==> src/assert_macros.svh <==
// ----------------------------------------------------------------------------
// assert_macros.svh
// shared concurrent assertion macros for the cube ifs child point generator
// ----------------------------------------------------------------------------
`ifndef ASSERT_MACROS_SVH
`define ASSERT_MACROS_SVH

// same-cycle implication
`define ASSERT_IMPL(label, clk, rst, ante, cons) \
   label: assert property (@(posedge clk) disable iff (rst) (ante) |-> (cons)) \
      else $error("assertion failed: same-cycle implication");

// next-cycle implication
`define ASSERT_NEXT(label, clk, rst, ante, cons) \
   label: assert property (@(posedge clk) disable iff (rst) (ante) |=> (cons)) \
      else $error("assertion failed: next-cycle implication");

`endif

==> src/cifs_pkg.sv <==
// ----------------------------------------------------------------------------
// cifs_pkg
// constants, types and tables of the cube ifs child point generator
// ----------------------------------------------------------------------------
`default_nettype none

package cifs_pkg;

   localparam int FRAC_BITS_DEF = 16;
   localparam int NUM_SUBCUBES  = 8;
   localparam int NUM_SYMS      = 48;
   localparam int MAP_W         = 6;
   localparam int SUB_W         = 3;

   typedef logic [MAP_W-1:0] map_type;
   typedef logic [SUB_W-1:0] sub_type;

   localparam map_type MAP_RESET [NUM_SUBCUBES] = '{
      map_type'(48), map_type'(0), map_type'(0), map_type'(48),
      map_type'(0), map_type'(48), map_type'(48), map_type'(0)
   };

   // one output coordinate: source column and sign
   typedef struct packed {
      logic       neg;
      logic [1:0] src;
   } sym_term_type;

   typedef struct packed {
      sym_term_type z;
      sym_term_type y;
      sym_term_type x;
   } sym_row_type;

   typedef enum logic [1:0] {
      COL_ZERO  = 2'd0,
      COL_ONE   = 2'd1,
      COL_HALF  = 2'd2,
      COL_FIFTH = 2'd3
   } colour_code_type;

   typedef struct packed {
      colour_code_type b;
      colour_code_type g;
      colour_code_type r;
   } cube_colour_type;

   function automatic sym_term_type mk_term(input int r);
      sym_term_type t;
      t.neg = (r < 0);
      t.src = 2'(((r < 0) ? -r : r) - 1);
      return t;
   endfunction

   function automatic sym_row_type mk_row(input int a, input int b, input int c);
      sym_row_type row;
      row.x = mk_term(a);
      row.y = mk_term(b);
      row.z = mk_term(c);
      return row;
   endfunction

   // octahedral symmetry elements as signed permutations
   function automatic sym_row_type sym_rows(input map_type s);
      sym_row_type row;
      unique case (s)
         6'd0:  row = mk_row( 1,  2,  3);
         6'd1:  row = mk_row( 2,  1,  3);
         6'd2:  row = mk_row( 1,  3,  2);
         6'd3:  row = mk_row( 2,  3,  1);
         6'd4:  row = mk_row( 3,  1,  2);
         6'd5:  row = mk_row( 3,  2,  1);
         6'd6:  row = mk_row(-2, -1,  3);
         6'd7:  row = mk_row(-1, -2,  3);
         6'd8:  row = mk_row(-3, -1,  2);
         6'd9:  row = mk_row(-3, -2,  1);
         6'd10: row = mk_row(-1, -3,  2);
         6'd11: row = mk_row(-2, -3,  1);
         6'd12: row = mk_row(-2,  3, -1);
         6'd13: row = mk_row(-1,  3, -2);
         6'd14: row = mk_row(-3,  2, -1);
         6'd15: row = mk_row(-3,  1, -2);
         6'd16: row = mk_row(-1,  2, -3);
         6'd17: row = mk_row(-2,  1, -3);
         6'd18: row = mk_row( 3, -2, -1);
         6'd19: row = mk_row( 3, -1, -2);
         6'd20: row = mk_row( 2, -3, -1);
         6'd21: row = mk_row( 1, -3, -2);
         6'd22: row = mk_row( 2, -1, -3);
         6'd23: row = mk_row( 1, -2, -3);
         6'd24: row = mk_row(-1, -2, -3);
         6'd25: row = mk_row(-2, -1, -3);
         6'd26: row = mk_row(-1, -3, -2);
         6'd27: row = mk_row(-2, -3, -1);
         6'd28: row = mk_row(-3, -1, -2);
         6'd29: row = mk_row(-3, -2, -1);
         6'd30: row = mk_row( 2,  1, -3);
         6'd31: row = mk_row( 1,  2, -3);
         6'd32: row = mk_row( 3,  1, -2);
         6'd33: row = mk_row( 3,  2, -1);
         6'd34: row = mk_row( 1,  3, -2);
         6'd35: row = mk_row( 2,  3, -1);
         6'd36: row = mk_row( 2, -3,  1);
         6'd37: row = mk_row( 1, -3,  2);
         6'd38: row = mk_row( 3, -2,  1);
         6'd39: row = mk_row( 3, -1,  2);
         6'd40: row = mk_row( 1, -2,  3);
         6'd41: row = mk_row( 2, -1,  3);
         6'd42: row = mk_row(-3,  2,  1);
         6'd43: row = mk_row(-3,  1,  2);
         6'd44: row = mk_row(-2,  3,  1);
         6'd45: row = mk_row(-1,  3,  2);
         6'd46: row = mk_row(-2,  1,  3);
         6'd47: row = mk_row(-1,  2,  3);
         default: row = mk_row(1, 2, 3);
      endcase
      return row;
   endfunction

   // octant corner sign, 1 means -1
   function automatic logic corner_neg(input sub_type k, input logic [1:0] axis);
      logic n;
      unique case (axis)
         2'd0:    n = ~k[0];
         2'd1:    n = ~k[2];
         default: n = k[1];
      endcase
      return n;
   endfunction

   function automatic cube_colour_type cube_colour(input sub_type k);
      cube_colour_type c;
      unique case (k)
         3'd0: c = '{b: COL_ZERO,  g: COL_ONE,   r: COL_ZERO};
         3'd1: c = '{b: COL_FIFTH, g: COL_FIFTH, r: COL_FIFTH};
         3'd2: c = '{b: COL_ZERO,  g: COL_ZERO,  r: COL_ONE};
         3'd3: c = '{b: COL_ZERO,  g: COL_ONE,   r: COL_ONE};
         3'd4: c = '{b: COL_ONE,   g: COL_ZERO,  r: COL_ONE};
         3'd5: c = '{b: COL_ONE,   g: COL_ONE,   r: COL_ONE};
         3'd6: c = '{b: COL_ONE,   g: COL_ZERO,  r: COL_ZERO};
         default: c = '{b: COL_ONE, g: COL_HALF, r: COL_ONE};
      endcase
      return c;
   endfunction

endpackage

`default_nettype wire

==> src/cube_ifs_child_point_generator.sv <==
// a parent transfer loads the parent and pending mask registers, from which
// each child is computed and written to the result register; one child per cycle
// while the result register is not stalled, set by the single child arithmetic unit
// the next parent transfers in the cycle its last child enters the result register
// reset: clears the pending subcube mask and result valid, loads the map registers
// ----------------------------------------------------------------------------
// cube_ifs_child_point_generator
// expands a parent point into the children of its enabled subcubes, in order
// ----------------------------------------------------------------------------
`default_nettype none

`include "assert_macros.svh"

module cube_ifs_child_point_generator #(
   parameter int FRAC_BITS = cifs_pkg::FRAC_BITS_DEF
) (
   input  logic clock,
   input  logic reset,
   // parent_x, parent_y, parent_z, parent_past_r, parent_past_g, parent_past_b
   input  logic [((6*FRAC_BITS+16)/8)*8-1:0] req_tdata,
   // is_root
   input  logic                              req_tuser,
   input  logic                              req_tvalid,
   output logic                              req_tready,
   // child_x, child_y, child_z, cube_r, cube_g, cube_b, past_r, past_g, past_b
   output logic [((9*FRAC_BITS+19)/8)*8-1:0] rsp_tdata,
   // subcube
   output cifs_pkg::sub_type                 rsp_tuser,
   output logic                              rsp_tlast,
   output logic                              rsp_tvalid,
   input  logic                              rsp_tready,
   input  logic                              csr_we,
   input  cifs_pkg::sub_type                 csr_addr,
   input  cifs_pkg::map_type                 csr_wdata
);
   import cifs_pkg::*;

   localparam int CW     = FRAC_BITS + 2;
   localparam int LW     = FRAC_BITS + 1;

   map_type map_ff [NUM_SUBCUBES];
   map_type map_in [NUM_SUBCUBES];

   logic [NUM_SUBCUBES-1:0] pend_ff, pend_in, pend_next, en_mask, sel_oh;
   sub_type                 sel_idx;

   logic signed [CW-1:0] coord_ff [3];
   logic signed [CW-1:0] coord_in [3];
   logic        [LW-1:0] ppast_ff [3];
   logic        [LW-1:0] ppast_in [3];
   logic                 root_ff, root_in;

   logic signed [CW-1:0] child_ff [3];
   logic signed [CW-1:0] child_in [3];
   logic        [LW-1:0] cube_ff  [3];
   logic        [LW-1:0] cube_in  [3];
   logic        [LW-1:0] past_ff  [3];
   logic        [LW-1:0] past_in  [3];
   sub_type              sub_ff, sub_in;
   logic                 last_ff, last_in;
   logic                 rsp_valid_ff, rsp_valid_in;

   logic advance, req_fire;

   // lowest pending subcube
   always_comb begin
      sel_idx = '0;
      for (int i = NUM_SUBCUBES - 1; i >= 0; i--) begin
         if (pend_ff[i]) begin
            sel_idx = SUB_W'(i);
         end
      end
   end

   always_comb begin
      for (int k = 0; k < NUM_SUBCUBES; k++) begin
         en_mask[k] = (map_ff[k] < MAP_W'(NUM_SYMS));
      end
   end

   assign sel_oh     = pend_ff & (~pend_ff + 1'b1);
   assign pend_next  = pend_ff & ~sel_oh;
   assign advance    = (pend_ff != '0) && (!rsp_valid_ff || rsp_tready);
   assign req_tready = (pend_ff == '0) || (advance && (pend_next == '0));
   assign req_fire   = req_tvalid && req_tready;

   cifs_child #(
      .FRAC_BITS (FRAC_BITS)
   ) u_child (
      .parent  (coord_ff),
      .ppast   (ppast_ff),
      .is_root (root_ff),
      .sym     (map_ff[sel_idx]),
      .sub     (sel_idx),
      .child   (child_in),
      .cube    (cube_in),
      .past    (past_in)
   );

   assign sub_in  = sel_idx;
   assign last_in = (pend_next == '0);

   always_comb begin
      map_in = map_ff;
      if (csr_we) begin
         map_in[csr_addr] = csr_wdata;
      end
   end

   always_comb begin
      pend_in  = pend_ff;
      coord_in = coord_ff;
      ppast_in = ppast_ff;
      root_in  = root_ff;
      if (req_fire) begin
         pend_in = en_mask;
         for (int j = 0; j < 3; j++) begin
            coord_in[j] = req_tdata[j*CW +: CW];
            ppast_in[j] = req_tdata[3*CW + j*LW +: LW];
         end
         root_in = req_tuser;
      end else if (advance) begin
         pend_in = pend_next;
      end
   end

   always_comb begin
      if (advance) begin
         rsp_valid_in = 1'b1;
      end else if (rsp_tready) begin
         rsp_valid_in = 1'b0;
      end else begin
         rsp_valid_in = rsp_valid_ff;
      end
   end

   always_ff @(posedge clock) begin
      if (reset) begin
         map_ff       <= MAP_RESET;
         pend_ff      <= '0;
         rsp_valid_ff <= 1'b0;
      end else begin
         map_ff       <= map_in;
         pend_ff      <= pend_in;
         rsp_valid_ff <= rsp_valid_in;
      end
   end

   always_ff @(posedge clock) begin
      coord_ff <= coord_in;
      ppast_ff <= ppast_in;
      root_ff  <= root_in;
      if (advance) begin
         child_ff <= child_in;
         cube_ff  <= cube_in;
         past_ff  <= past_in;
         sub_ff   <= sub_in;
         last_ff  <= last_in;
      end
   end

   always_comb begin
      rsp_tdata = '0;
      for (int j = 0; j < 3; j++) begin
         rsp_tdata[j*CW +: CW]                = child_ff[j];
         rsp_tdata[3*CW + j*LW +: LW]         = cube_ff[j];
         rsp_tdata[3*CW + 3*LW + j*LW +: LW]  = past_ff[j];
      end
   end

   assign rsp_tuser  = sub_ff;
   assign rsp_tlast  = last_ff;
   assign rsp_tvalid = rsp_valid_ff;

   // pending subcubes hold while the result register is stalled
   `ASSERT_NEXT(a_pend_hold, clock, reset,
      (pend_ff != '0) && rsp_valid_ff && !rsp_tready, $stable(pend_ff))
   // a child moved forward is presented next cycle
   `ASSERT_NEXT(a_adv_valid, clock, reset, advance, rsp_valid_ff)
   // after the last child with no new parent, nothing is pending
   `ASSERT_NEXT(a_drain, clock, reset,
      advance && (pend_next == '0) && !req_fire, pend_ff == '0)
   `ASSERT_IMPL(a_sel_onehot, clock, reset, pend_ff != '0, $onehot(sel_oh))

endmodule

`default_nettype wire

==> src/cifs_child.sv <==
// ----------------------------------------------------------------------------
// cifs_child
// child point and colour arithmetic for one subcube of one parent
// ----------------------------------------------------------------------------
`default_nettype none

module cifs_child #(
   parameter int FRAC_BITS = cifs_pkg::FRAC_BITS_DEF
) (
   input  logic signed [FRAC_BITS+1:0] parent [3],
   input  logic        [FRAC_BITS:0]   ppast  [3],
   input  logic                        is_root,
   input  cifs_pkg::map_type           sym,
   input  cifs_pkg::sub_type           sub,
   output logic signed [FRAC_BITS+1:0] child  [3],
   output logic        [FRAC_BITS:0]   cube   [3],
   output logic        [FRAC_BITS:0]   past   [3]
);
   import cifs_pkg::*;

   localparam int CW = FRAC_BITS + 2;
   localparam int LW = FRAC_BITS + 1;

   localparam logic signed [CW:0] HALF_C = (CW+1)'(longint'(1) << (FRAC_BITS - 1));
   localparam logic [LW-1:0] COL_ONE_V   = LW'(longint'(1) << FRAC_BITS);
   localparam logic [LW-1:0] COL_HALF_V  = LW'(longint'(1) << (FRAC_BITS - 1));
   localparam logic [LW-1:0] COL_FIFTH_V = LW'(((longint'(2) << FRAC_BITS) + 5) / 10);

   sym_row_type     row;
   sym_term_type    term [3];
   cube_colour_type ccode;
   colour_code_type code [3];

   function automatic logic [LW-1:0] colour_value(input colour_code_type c);
      logic [LW-1:0] v;
      unique case (c)
         COL_ONE:   v = COL_ONE_V;
         COL_HALF:  v = COL_HALF_V;
         COL_FIFTH: v = COL_FIFTH_V;
         default:   v = '0;
      endcase
      return v;
   endfunction

   assign row     = sym_rows(sym);
   assign term[0] = row.x;
   assign term[1] = row.y;
   assign term[2] = row.z;

   assign ccode   = cube_colour(sub);
   assign code[0] = ccode.r;
   assign code[1] = ccode.g;
   assign code[2] = ccode.b;

   always_comb begin
      logic signed [CW-1:0] src;
      logic signed [CW:0]   v;
      logic signed [CW:0]   half;
      logic signed [CW:0]   sum;
      logic        [LW:0]   csum;
      for (int j = 0; j < 3; j++) begin
         unique case (term[j].src)
            2'd0:    src = parent[0];
            2'd1:    src = parent[1];
            default: src = parent[2];
         endcase
         v    = term[j].neg ? -(CW+1)'(src) : (CW+1)'(src);
         half = v >>> 1;
         sum  = half + (corner_neg(sub, 2'(j)) ? -HALF_C : HALF_C);
         child[j] = sum[CW-1:0];

         cube[j] = colour_value(code[j]);
         csum    = {1'b0, ppast[j]} + {1'b0, cube[j]};
         past[j] = is_root ? cube[j] : csum[LW:1];
      end
   end

endmodule

`default_nettype wire

==> config.mk <==
export PLATFORM = sky130hd
export DESIGN_NAME = cube_ifs_child_point_generator
export DESIGN_NICKNAME = d
export VERILOG_FILES = /design/src/cifs_pkg.sv /design/src/cube_ifs_child_point_generator.sv /design/src/cifs_child.sv
export VERILOG_INCLUDE_DIRS = /design/src /design/src/src
export SDC_FILE = /design/constraint.sdc
export NUM_CORES = 1
export LEC_CHECK = 0
export ABC_CLOCK_PERIOD_IN_PS = 8000
export BUFFER_PORTS_ARGS = -buffer_cell sky130_fd_sc_hd__clkbuf_2
export CAP_MARGIN = 20
export CORE_UTILIZATION = 56
export CTS_CLUSTER_DIAMETER = 100
export CTS_CLUSTER_SIZE = 14
export DETAILED_ROUTE_END_ITERATION = 7
export GPL_ROUTABILITY_DRIVEN = 0
export PLACE_DENSITY = 0.92
export SYNTH_ARGS = -nofsm -noshare
export SYNTH_HDL_FRONTEND = slang
export SYNTH_SLANG_ARGS = --single-unit
==> constraint.sdc <==
create_clock -name clock -period 8 [get_ports clock]
set_input_delay 0 -clock clock [delete_from_list [all_inputs] [get_ports clock]]
set_output_delay 0 -clock clock [all_outputs]
set_load 0.01 [all_outputs]
# After elaboration in Yosys (flattened, before gate mapping)
# Memories as Yosys holds them, arrays and structs flattened.
# Cells that the tools add are included.
[classes]
addsub = 10
order_cmp = 11
eq_ne = 18
muxes = 34
n_bitwise = 6
n_reduce_logical = 16
[op_table]
columns = ["operator", "n"]
rows = [
  ["case mux 17 bit (3 select lines)", 3],
  ["case mux 18 bit (2 select lines)", 3],
  ["2-to-1 mux 19 bit", 3],
  ["negation 18 -> 19 bit", 3],
  ["adder 17 x 17 -> 18 bit", 3],
  ["adder 18 bit", 3],
  ["2-to-1 mux 18 bit", 3],
  ["2-to-1 mux 17 bit", 3],
  ["bitwise mux 48 bit", 1],
  ["less-than comparator 6 bit (second input constant)", 8],
  ["case mux 6 bit (7 select lines)", 1],
  ["2-to-1 mux 3 bit", 8],
  ["binary-select mux 6 bit (select 3 bit)", 1],
  ["demux 6 bit (select 3 bit)", 1],
  ["2-to-1 mux 6 bit", 3],
  ["bitwise AND 8 bit", 2],
  ["logical NOT 8 bit", 2],
  ["2-to-1 mux 8 bit", 2],
  ["NOT 8 bit", 2],
  ["equality test 2 x 1 -> 1 bit (second input constant)", 6],
  ["equality test 2 bit (second input constant)", 6],
  ["equality test 3 bit (second input constant)", 3],
  ["adder 8 x 1 -> 8 bit (second input constant)", 1],
  [">= comparator 4 bit (second input constant)", 2],
  ["other kinds (12)", 22],
]
[word_totals]
ff_bits = 323
rom_bits = 576
inputBits = 127
elab_cells = 124
memories = 1
[memory_table]
columns = ["memory", "words", "word_bits", "read_ports", "rd_clocked_by_memory_dff", "wr", "line_no", "text"]
rows = [
  ["(name not given)", 64, 9, 1, 0, 0, "cifs_pkg.sv:66", "unique case (s)"],
]

# Longest topological paths before layout
# Gate-level depths: netlist (run 1).
# An unclocked memory read counts as a cell.
[logic_depth]
depth_word = 18
depth_mapped = 34

# By module
# Synthesis (run 1) repeated with hierarchy kept, for this count alone.
[unflattened]
cells_unflattened = 1360
area_unflattened_um2 = 16354.4
[modules_own_cells]
columns = ["mod", "instances", "cells_each", "area_each_um2", "seq_area_each_um2"]
rows = [
  ["cube_ifs_child_point_generator", 1, 588, 10915.5, 9128.8],
  ["cifs_child", 1, 772, 5439.0, 0.0],
]

# Least setup slack after synthesis (run 1)
# OpenSTA, ideal clock, no wires.
[synth_path]
path_kind = "reg2reg"
startpoint = "reg pend_ff[4]"
endpoint = "reg child_ff (netlist bit rsp_tdata[0]), enable pin"
setup_ps = 630
arrival_time_ps = 6393
t_required_ps = 7370
setup_slack_ps = 976
path_stages_with_launch = 4
path_buffers = 1
period_less_slack_ps = 7024
path_cell_list = "dfxtp_1 buf_1 nor3_1 a21oi_1"
[synth_via]
elab_chain_len = 2
[synth_lines]
columns = ["item", "line_no", "text"]
rows = [
  ["start, declared", "cube_ifs_child_point_generator.sv:44", "logic [NUM_SUBCUBES-1:0] pend_ff, pend_in, pend_next, en_mask, sel_oh;"],
  ["start signal, assigned", "cube_ifs_child_point_generator.sv:144", "pend_ff <= pend_in;"],
  ["nonzero test 8 bit", "cube_ifs_child_point_generator.sv:83", "assign advance = (pend_ff != '0) && (!rsp_valid_ff || rsp_tready);"],
  ["logical AND 1 bit", "cube_ifs_child_point_generator.sv:83", ""],
  ["net advance", "cube_ifs_child_point_generator.sv:63", "logic advance, req_fire;"],
  ["end signal, assigned", "cube_ifs_child_point_generator.sv:154", "child_ff <= child_in;"],
  ["end, declared", "cube_ifs_child_point_generator.sv:53", "logic signed [CW-1:0] child_ff [3];"],
]
# The timed path passes the listed nets, and every way through them passes these cells.
# A chain may end at the register's enable or synchronous reset.

==> impl_metrics.csv, run 1 <==
group,metric,value,unit
route,wl,44400,µm
floorplanning,dieHeight,167,µm
floorplanning,die_area,0.0279,mm²
placed_design,portBuffers,260,
route,drc,0,
route,wire_per_inst,21.5,µm
logic_synthesis,avgSynthCellArea,10.9,µm²
clock_tree,clkSinkCount,279,
clock_tree,cts_root_buf,"clkbuf_16",
sta,fin_crit,7.55,ns
worst_setup_path,end_kind,"register",
clock_tree,clk_pin_slew,0.07,ns
layout,final_nets,1891,
layout,fill_cells,1770,
sta,max_freq,133,MHz
floorplanning,initial_core_util,0.578,
logic_synthesis,synth_seq_cells,279,
outcome,status,"finished clean",
sta,slew_viol_final,0,
worst_setup_path,critPathKind,"register to register",
sta,fin_crit_sh,0.943,
global_route,track_usage,0.308,
clock_tree,post-cts-setup-buffer-count,0,
clock_tree,clk_latency,0.54,ns
sta,rsz0062_at_grt,"false",
logic_synthesis,synthDistinctLibCells,97,
placed_design,dpl_cell_area,0.0165,mm²
global_route,grt_pass1_vias,12600,
sta,timing.slew.headroom,0.271,
power,finalPower,8.08,mW
worst_setup_path,crit_required,8.27,ns
floorplanning,dieWidth,167,µm
sta,finalClockSkew,0.0287,ns
sta,tightestPinTransition,1.09,ns
layout,layout-drive-gt1-share,0.214,
logic_synthesis,ys_async_sr_fraction,0,
floorplanning,core,0.0264,mm²
logic_synthesis,syn_area,0.0152,mm²
worst_hold_path,hp-class,"primary input to register",
global_route,grt_pass1_wl,67300,µm
sta,hold_violations,0,
clock_tree,cts.htree.levels,1,
power,p_leak,7.27,nW
worst_setup_path,cpPeakStageDelay,0.66,ns
layout,syn_to_final_growth,20.4,%
logic_synthesis,synth-edff-count,222,
floorplanning,io_pins,293,
sta,finalSetupViolCount,0,
worst_setup_path,cp_max_fo,43,
logic_synthesis,yosys_warnings,0,
route,dr.pass1.iters,7,
global_route,grt_max_degree,78,
placed_design,hpwl,29200,µm
power,p_per_area,441,mW/mm²
worst_setup_path,startpoint_type,"register",
floorplanning,row_count,59,
global_route,antenna_found_initial,3,
global_route,grt_overflow,0,
route,viasPerCell,6.28,
run,drv_cap,0,
route,vias,13000,
logic_synthesis,synthCells,1391,
logic_synthesis,yosysSeqAreaShare,0.513,
logic_synthesis,synth_ff_type,"edfxtp_1",
clock_tree,cts_buffer_depth,3,
route,drt_iter0_markers,1768,
route,ant_nets,0,
worst_setup_path,crit_path_top_delay_cell,"a211o_1",
clock_tree,cts_tree,"yes",
power,ir_worst_vdd,272,µV
clock_tree,cts_made_buffers,23,
layout,final_area,0.0183,mm²
sta,fin_tns_setup,0,ns
worst_setup_path,arrival,7.81,ns
-- layout make-up --
cell class | count | area [µm²] | area share
Sequential cell | 279 | 7810 | 0.426
Multi-Input combinational cell | 981 | 6680 | 0.364
Timing Repair Buffer | 400 | 2670 | 0.145
Clock buffer | 31 | 606 | 0.0330
Tap cell | 335 | 419 | 0.0229
Inverter | 38 | 145 | 0.00792
Clock inverter | 1 | 8.76 | 0.000478
Antenna cell | 3 | 7.51 | 0.000409
-- per-stage QoR --
stage | util | hold WS (ns) | std cells | setup slack [ns]
global placement | 0.625 | 0.178 | 1910 | 0.888
finish | 0.696 | 0.0164 | 2068 | 0.453
floorplan | - | 0.0989 | 1419 | 0.976
CTS | 0.694 | 0.00844 | 2062 | 0.536
detailed placement | 0.625 | 0.179 | 1910 | 0.578
global route | 0.696 | 0.0763 | 2068 | 0.0270
-- cells in the mapped netlist, types with 33 or more instances --
master	n	area, µm²
o21ai_0	72	360
buf_4	53	398
mux2i_1	67	671
xnor2_1	56	490
edfxtp_1	222	6670
nand2_1	97	364
nor2_1	129	484
clkbuf_1	41	154
dfxtp_1	57	1140
a21oi_1	63	315
inv_1	33	124
xor2_1	43	377
ha_1	35	438
nor3_1	33	165
-- report_power, final --
part / internal [mW] / leakage [nW] / switching [mW]
registers: 2.25 / 2.65 / 0.201
clock network: 0.524 / 0.297 / 0.513
logic: 1.64 / 4.33 / 2.96
-- registers in the layout, indices dropped and copies added, names as in the netlist --
| register | count |
|---|---|
| coord_ff | 54 |
| rsp_tlast | 1 |
| rsp_tvalid | 1 |
| ppast_ff | 51 |
| rsp_tdata | 112 |
| map_ff | 48 |
| pend_ff | 8 |
| rsp_tuser | 3 |
| root_ff | 1 |
-- cell usage in the layout, fill, tap and decap left out, types with 56 or more instances in the layout --
cell           netlist  routed
clkbuf_2             0     261
mux2i_1             67      67
nand2_1             97      97
dlygate4sd3_1        0     121
o21ai_0             72      72
nor2_1             129     128
dfxtp_1             57      57
a21oi_1             63      62
xnor2_1             56      56
edfxtp_1           222     222
-- logic make-up (layout without fill, tap and decap cells) --
family          Yosys count  in the layout  synth area share
simple gates            396            396             0.128
compound gates          343            343             0.159
flops                   279            279             0.513
buf+inv                 159            470            0.0572
xor+xnor                 99             99            0.0569
mux                      72             72            0.0480
fa+ha+maj                42             42            0.0373
other cells               1             32          0.000246
-- metal layers --
layer,up-vias,track usage,share of wire
li1,5733,-,-
met3,222,0.0549,0.098
met2,851,0.535,0.48
met1,6188,0.360,0.35
met5,-,0,0.00029
met4,2,0.172,0.065
-- critical path: cells and delay by family (launching register included) --
family	cells	cell delay, ns
AOI/OAI and AO/OA	11	2.78
xor gates and xnor gates	2	0.43
adders and majority gates	3	1.10
buffers and inverters	2	0.45
DFF	1	0.59
muxes	1	0.24
and+or+nand+nor	6	1.67
-- final timing paths --
kind | start | end | slack (ns) | cells after the start
setup / recovery | pend_ff[4] | rsp_tdata[17] | 0.45 | 25
hold / removal | csr_addr[0] | map_ff[4] | 0.02 | 5
setup reg to reg | pend_ff[4] | rsp_tdata[17] | 0.45 | 25
hold reg to reg | map_ff[1] | map_ff[1] | 0.46 | 2
-- repair_timing --
item / 4_1_cts / 5_1_grt
hold buffers: 120 / 1
setup endpoints to repair: 0 / 2
resized for setup: 0 / 2
hold endpoints to repair: 156 / 8
(Power assumes the default switching activity.)
==> run 2, diff against run 1 <==
--- a/config.mk
+++ b/config.mk
@@ -15,6 +15,7 @@
 export DETAILED_ROUTE_END_ITERATION = 7
 export GPL_ROUTABILITY_DRIVEN = 0
 export PLACE_DENSITY = 0.92
+export SLEW_MARGIN = 5
 export SYNTH_ARGS = -nofsm -noshare
 export SYNTH_HDL_FRONTEND = slang
 export SYNTH_SLANG_ARGS = --single-unit
==> constraint.sdc (replaced) <==
create_clock -name clock -period 8 [get_ports clock]
set_input_delay 0 -clock clock [delete_from_list [all_inputs] [get_ports clock]]
set_output_delay 0 -clock clock [all_outputs]
set_load 0.005 [all_outputs]
==> run 2 against run 1 <==
  * The flow now finishes with violations (design-rule violations)
  * Largest power group unchanged
  * Design area unchanged
  * Via count about the same
  * Sequential share of layout area unchanged
  * Highest routed layer unchanged
  * Clock skew fell by 0.0018 ns
  * Count of clock-buffer cells in the layout stayed put
  * Final cell count unchanged
  * Worst hold slack better by 0.0040 ns
  * Global-route usage unchanged
  * Die area stayed put
  * Sequential power barely moved
  * Routed wire length decreased by 0.31%
  * Register-to-register slack better by 0.02 ns
==> impl_metrics.csv, run 2 (synthesis results as in run 1) <==
group,metric,value,unit
sta,max_freq,133,MHz
clock_tree,cts_made_buffers,23,
power,ir_worst_vdd,272,µV
worst_setup_path,startpoint_type,"register",
sta,fin_crit_sh,0.941,
power,p_seq_frac,0.308,
power,cellInternalPower,4.41,mW
sta,tightestPinTransition,1.08,ns
layout,largest_reg_flops,112,
worst_hold_path,min_to,"map_ff[4]",
layout,final_nets,1891,
global_route,track_usage,0.308,
floorplanning,row_count,59,
sta,timing.slew.headroom,0.280,
worst_setup_path,r2r_end,"rsp_tdata[17]",
placed_design,portBuffers,260,
worst_setup_path,regToRegStartpoint,"pend_ff[4]",
sta,rsz0062_at_grt,"false",
layout,syn_to_final_growth,20.4,%
power,p_per_area,433,mW/mm²
worst_hold_path,hp-class,"primary input to register",
route,wire_per_inst,21.4,µm
floorplanning,core,0.0264,mm²
floorplanning,initial_core_util,0.578,
floorplanning,io_pins,293,
clock_tree,clk_pin_slew,0.07,ns
clock_tree,cts_root_buf,"clkbuf_16",
layout,final_area,0.0183,mm²
worst_setup_path,critPathKind,"register to register",
clock_tree,cts_tree,"yes",
floorplanning,dieHeight,167,µm
sta,fin_tns_setup,0,ns
route,top_layer,"met5",
outcome,violations,"design-rule violations",
layout,final_common_cell,"clkbuf_2",
global_route,grt_pass1_vias,12600,
floorplanning,dieWidth,167,µm
placed_design,hpwl,29200,µm
global_route,antenna_found_initial,3,
sta,slew_viol_final,0,
layout,mostFrequentLayoutCells,"261 x clkbuf_2, 222 x edfxtp_1, 128 x nor2_1",
route,dr.pass1.iters,8,
layout,layout-drive-gt1-share,0.214,
worst_setup_path,ff2ff_setup_slack,0.47,ns
worst_hold_path,min-delay-start,"csr_addr[0]",
clock_tree,post-cts-setup-buffer-count,0,
floorplanning,die_area,0.0279,mm²
route,dr_wl_met3,4270,µm
power,p_switching,3.54,mW
route,vias,13000,
placed_design,dpl_cell_area,0.0165,mm²
sta,finalSetupViolCount,0,
route,drt_iter0_markers,1731,
sta,finalClockSkew,0.0270,ns
global_route,grt_pass1_wl,67300,µm
sta,hold_violations,0,
route,wl_met1,15600,µm
global_route,grt_overflow,0,
clock_tree,cts.htree.levels,1,
power,p_leak,7.27,nW
worst_setup_path,arrival,7.79,ns
clock_tree,clk_latency,0.54,ns
worst_setup_path,cp_max_fo,43,
clock_tree,clkSinkCount,279,
power,finalPower,7.95,mW
power,comb_power_share,0.561,
sta,fin_crit,7.53,ns
layout,fill_cells,1770,
worst_setup_path,crit_required,8.27,ns
outcome,status,"finished, violations left",
route,wl,44200,µm
run,drv_cap,0,
worst_setup_path,end_kind,"register",
global_route,grt_max_degree,78,
power,clkPwrFrac,0.130,
worst_hold_path,hold_depth,5,
route,ant_nets,0,
power,p_sw_frac,0.445,
route,viasPerCell,6.28,
worst_setup_path,r2r_cells,25,
route,drc,9,
clock_tree,cts_buffer_depth,3,
route,met2_length,21400,µm
-- run 2: cell counts in the layout (fill, tap and decap cells not counted) --
Identical to the previous run, type by type.
-- run 2: power groups by stage --
stage | Combinational [mW] | Clock (mW) | Sequential [mW]
finish | 4.46 | 1.04 | 2.45
global route | 4.81 | 1.09 | 2.48
CTS | 4.30 | 1.03 | 2.44
detailed placement | 4.22 | 0 | 2.47
global placement | 4.02 | 0 | 2.45
floorplan | 3.10 | 0 | 2.49
-- run 2: critical path, stage by stage, from the launching register on --
cell and delay (ns):
dfxtp_1 0.59, nor2b_1 0.23, a211o_1 0.65, mux2i_1 0.23
o21ai_1 0.24, o22ai_1 0.12, or2_1 0.43, ha_1 0.46
o21a_1 0.21, o21ai_0 0.12, a41o_1 0.26, nand2_1 0.14
buf_4 0.39, o311a_1 0.32, ha_1 0.20, inv_1 0.06
or3_1 0.49, or2_1 0.33, o21ai_1 0.18, xnor2_1 0.12
fa_1 0.45, xnor2_1 0.31, nor2_1 0.09, a21oi_1 0.18
o311ai_0 0.15, a311o_1 0.30
-- run 2: routing by layer --
metal / track usage / vias up
met4: 0.172 / 2
met1: 0.360 / 6108
met3: 0.0549 / 225
met5: 0 / -
li1: - / 5736
met2: 0.535 / 921
-- run 2: per-stage QoR --
stage / hold WS, ns / worst slack [ns] / cells / util
finish: 0.0204 / 0.474 / 2068 / 0.696
global route: 0.0763 / 0.0309 / 2068 / 0.696
CTS: 0.00844 / 0.536 / 2062 / 0.694
detailed placement: 0.179 / 0.578 / 1910 / 0.625
global placement: 0.178 / 0.888 / 1910 / 0.625
floorplan: 0.0989 / 0.976 / 1419 / -
-- run 2: final cells by class --
cell class	count	area [µm²]	share of cell area
Tap cell	335	419	0.0229
Inverter	38	145	0.00792
Multi-Input combinational cell	981	6680	0.364
Timing Repair Buffer	400	2670	0.145
Clock inverter	1	8.76	0.000478
Sequential cell	279	7810	0.426
Antenna cell	3	7.51	0.000409
Clock buffer	31	606	0.0330
-- run 2: repair_timing --
action                                 in CTS  in global routing
hold buffers                              120                  1
gates resized for setup                     0                  2
setup endpoints to repair                   0                  2
endpoints found under the hold margin     156                  8
-- run 2: how the worst max path moves through the flow --
stage               startpoint  depth (start not counted)            end
CTS                 pend_ff[7]                         28  rsp_tdata[17]
finish              pend_ff[4]                         25  rsp_tdata[17]
global placement    pend_ff[6]                         28  rsp_tdata[17]
global route        pend_ff[4]                         25  rsp_tdata[17]
detailed placement  pend_ff[6]                         28  rsp_tdata[17]
floorplan           pend_ff[4]                          3   rsp_tdata[0]
==> run 3, diff against run 2 <==
--- a/config.mk
+++ b/config.mk
@@ -7,14 +7,14 @@
 export NUM_CORES = 1
 export LEC_CHECK = 0
 export ABC_CLOCK_PERIOD_IN_PS = 8000
-export BUFFER_PORTS_ARGS = -buffer_cell sky130_fd_sc_hd__clkbuf_2
 export CAP_MARGIN = 20
-export CORE_UTILIZATION = 56
+export CORE_UTILIZATION = 64
 export CTS_CLUSTER_DIAMETER = 100
 export CTS_CLUSTER_SIZE = 14
 export DETAILED_ROUTE_END_ITERATION = 7
+export DONT_BUFFER_PORTS = 1
 export GPL_ROUTABILITY_DRIVEN = 0
-export PLACE_DENSITY = 0.92
+export PLACE_DENSITY = 0.87
 export SLEW_MARGIN = 5
 export SYNTH_ARGS = -nofsm -noshare
 export SYNTH_HDL_FRONTEND = slang
==> run 3 against run 2 <==
  * The flow now finishes without violations
  * Design area down 6.7%
  * Clock skew down 0.010 ns
  * Setup slack worse by 0.054 ns
  * Final cell count down 13%
  * Count of clock-buffer cells in the layout up 10
  * First-iteration DRC count up 4.4%
  * Flip-flop and latch count unchanged
  * Worst hold slack better by 0.0037 ns
  * Register-to-register slack worse by 0.05 ns
==> impl_metrics.csv, run 3 (synthesis results as in run 1) <==
group,metric,value,unit
clock_tree,cts.htree.levels,1,
global_route,grt_max_degree,59,
sta,finalClockSkew,0.0165,ns
sta,tightestPinTransition,1.17,ns
layout,final_nets,1635,
worst_setup_path,crit_required,8.28,ns
placed_design,dp_cells,1633,
global_route,grt_overflow,0,
layout,num_antenna_cells,0,
clock_tree,clk_latency,0.54,ns
power,p_leak,6.23,nW
placed_design,portBuffers,0,
route,dr.pass1.iters,8,
floorplanning,dieWidth,156,µm
sta,timing.slew.headroom,0.209,
run,drv_cap,0,
route,drt_iter0_markers,1808,
power,p_per_area,454,mW/mm²
layout,fin_util,0.731,
worst_setup_path,startpoint_type,"register",
global_route,antenna_found_initial,0,
layout,final_area,0.0171,mm²
route,viasPerCell,6.62,
clock_tree,cts_tree,"yes",
global_route,track_usage,0.340,
floorplanning,io_pins,293,
layout,largest_reg_flops,112,
layout,layout.cells.non_filler,1803,
worst_setup_path,cpPeakStageDelay,0.66,ns
route,ant_nets,0,
sta,hold_violations,0,
layout,final_common_cell,"edfxtp_1",
sta,rsz0062_at_grt,"false",
clock_tree,cts_root_buf,"clkbuf_16",
sta,fin_crit_sh,0.947,
power,finalPower,7.77,mW
worst_setup_path,worstPathCellList,"nor2_1, o31ai_2, nand2_1, inv_2, a221o_1, o22ai_1, nor2_2, nand3_1, a21oi_1, or2_1, mux2i_1, o21a_1, ha_1, inv_1, or3_1, or2_1, o21ai_1, xnor2_1, fa_1, xnor2_1, nor2_1, a21oi_1, o311ai_0, a311o_1",
power,ir_worst_vdd,350,µV
sta,fin_tns_setup,0,ns
clock_tree,cts_buffer_depth,3,
global_route,grt_pass1_vias,11400,
layout,mostFrequentLayoutCells,"222 x edfxtp_1, 129 x nor2_1, 127 x dlygate4sd3_1",
worst_setup_path,cp_max_fo,13,
worst_setup_path,end_kind,"register",
sta,slew_viol_final,0,
floorplanning,dieHeight,156,µm
floorplanning,initial_core_util,0.651,
clock_tree,clk_pin_slew,0.07,ns
clock_tree,post-cts-setup-buffer-count,0,
floorplanning,core,0.0234,mm²
sta,finalSetupViolCount,0,
worst_setup_path,arrival,7.86,ns
worst_setup_path,crit_path_top_delay_cell,"a21oi_1",
clock_tree,clkSinkCount,279,
placed_design,hpwl,26900,µm
worst_setup_path,critPathKind,"register to register",
outcome,status,"finished clean",
global_route,grt_pass1_wl,63500,µm
worst_hold_path,hp-class,"primary input to register",
layout,layout-drive-gt1-share,0.0728,
placed_design,dpl_cell_area,0.0151,mm²
route,wl,42200,µm
route,wire_per_inst,23.4,µm
floorplanning,die_area,0.0244,mm²
route,drc,0,
floorplanning,row_count,56,
clock_tree,cts_made_buffers,23,
sta,max_freq,132,MHz
sta,fin_crit,7.58,ns
route,vias,11900,
layout,syn_to_final_growth,12.3,%
## run 3: cell count changes in the layout (fill, tap and decap cells not counted), sizes merged
| cell | previous run | this run |
|---|---|---|
| clkbuf | 292 | 41 |
| dlygate4sd3 | 121 | 127 |
| diode | 3 | 0 |
| buf | 18 | 17 |
## run 3: metal layers
metal	up-vias	global-route usage	wire [µm]
met1	5575	0.418	15000
met3	204	0.0817	4850
met4	0	0.160	2180
li1	5236	-	-
met5	-	0	0
met2	918	0.566	20200
## run 3: per-stage QoR
| step | worst slack (ns) | hold WS (ns) |
|---|---|---|
| floorplan | 0.976 | 0.0989 |
| global placement | 0.881 | 0.0769 |
| detailed placement | 0.669 | 0.0809 |
| CTS | 0.632 | 0.00333 |
| global route | 0.00260 | 0.0616 |
| finish | 0.421 | 0.0240 |
## run 3: path summary, 6_finish.rpt
path,slack (ns),endpoint,startpoint,depth (start not counted)
min,0.02,map_ff[24],csr_we,4
max reg2reg,0.42,rsp_tdata[17],pend_ff[7],24
min reg2reg,0.47,map_ff[1],map_ff[1],2
max,0.42,rsp_tdata[17],pend_ff[7],24
## run 3: cell type report
cell class	count	area (µm²)
Inverter	38	145
Clock buffer	41	643
Tap cell	319	399
Clock inverter	1	20.0
Fill cell	1510	6300
Multi-Input combinational cell	981	6680
Timing Repair Buffer	144	1410
Sequential cell	279	7810
## run 3: timing repair
action	in CTS	in global routing
setup endpoints to repair	0	1
resized for setup	0	2
hold endpoints to repair	163	0
hold buffers	128	0
## run 3: where the power goes
part / internal [mW] / switching [mW]
combinational: 1.42 / 2.71
clock: 0.548 / 0.521
sequential: 2.26 / 0.310
## run 3: worst max-delay path, delay by kind of cell, from the launching register on
| kind | cells | cell delay (ns) |
|---|---|---|
| buffers and inverters | 2 | 0.37 |
| AOI/OAI and AO/OA | 9 | 2.50 |
| xor gates and xnor gates | 2 | 0.44 |
| and+or+nand+nor | 8 | 2.59 |
| DFF | 1 | 0.44 |
| adders and majority gates | 2 | 0.63 |
| muxes | 1 | 0.32 |
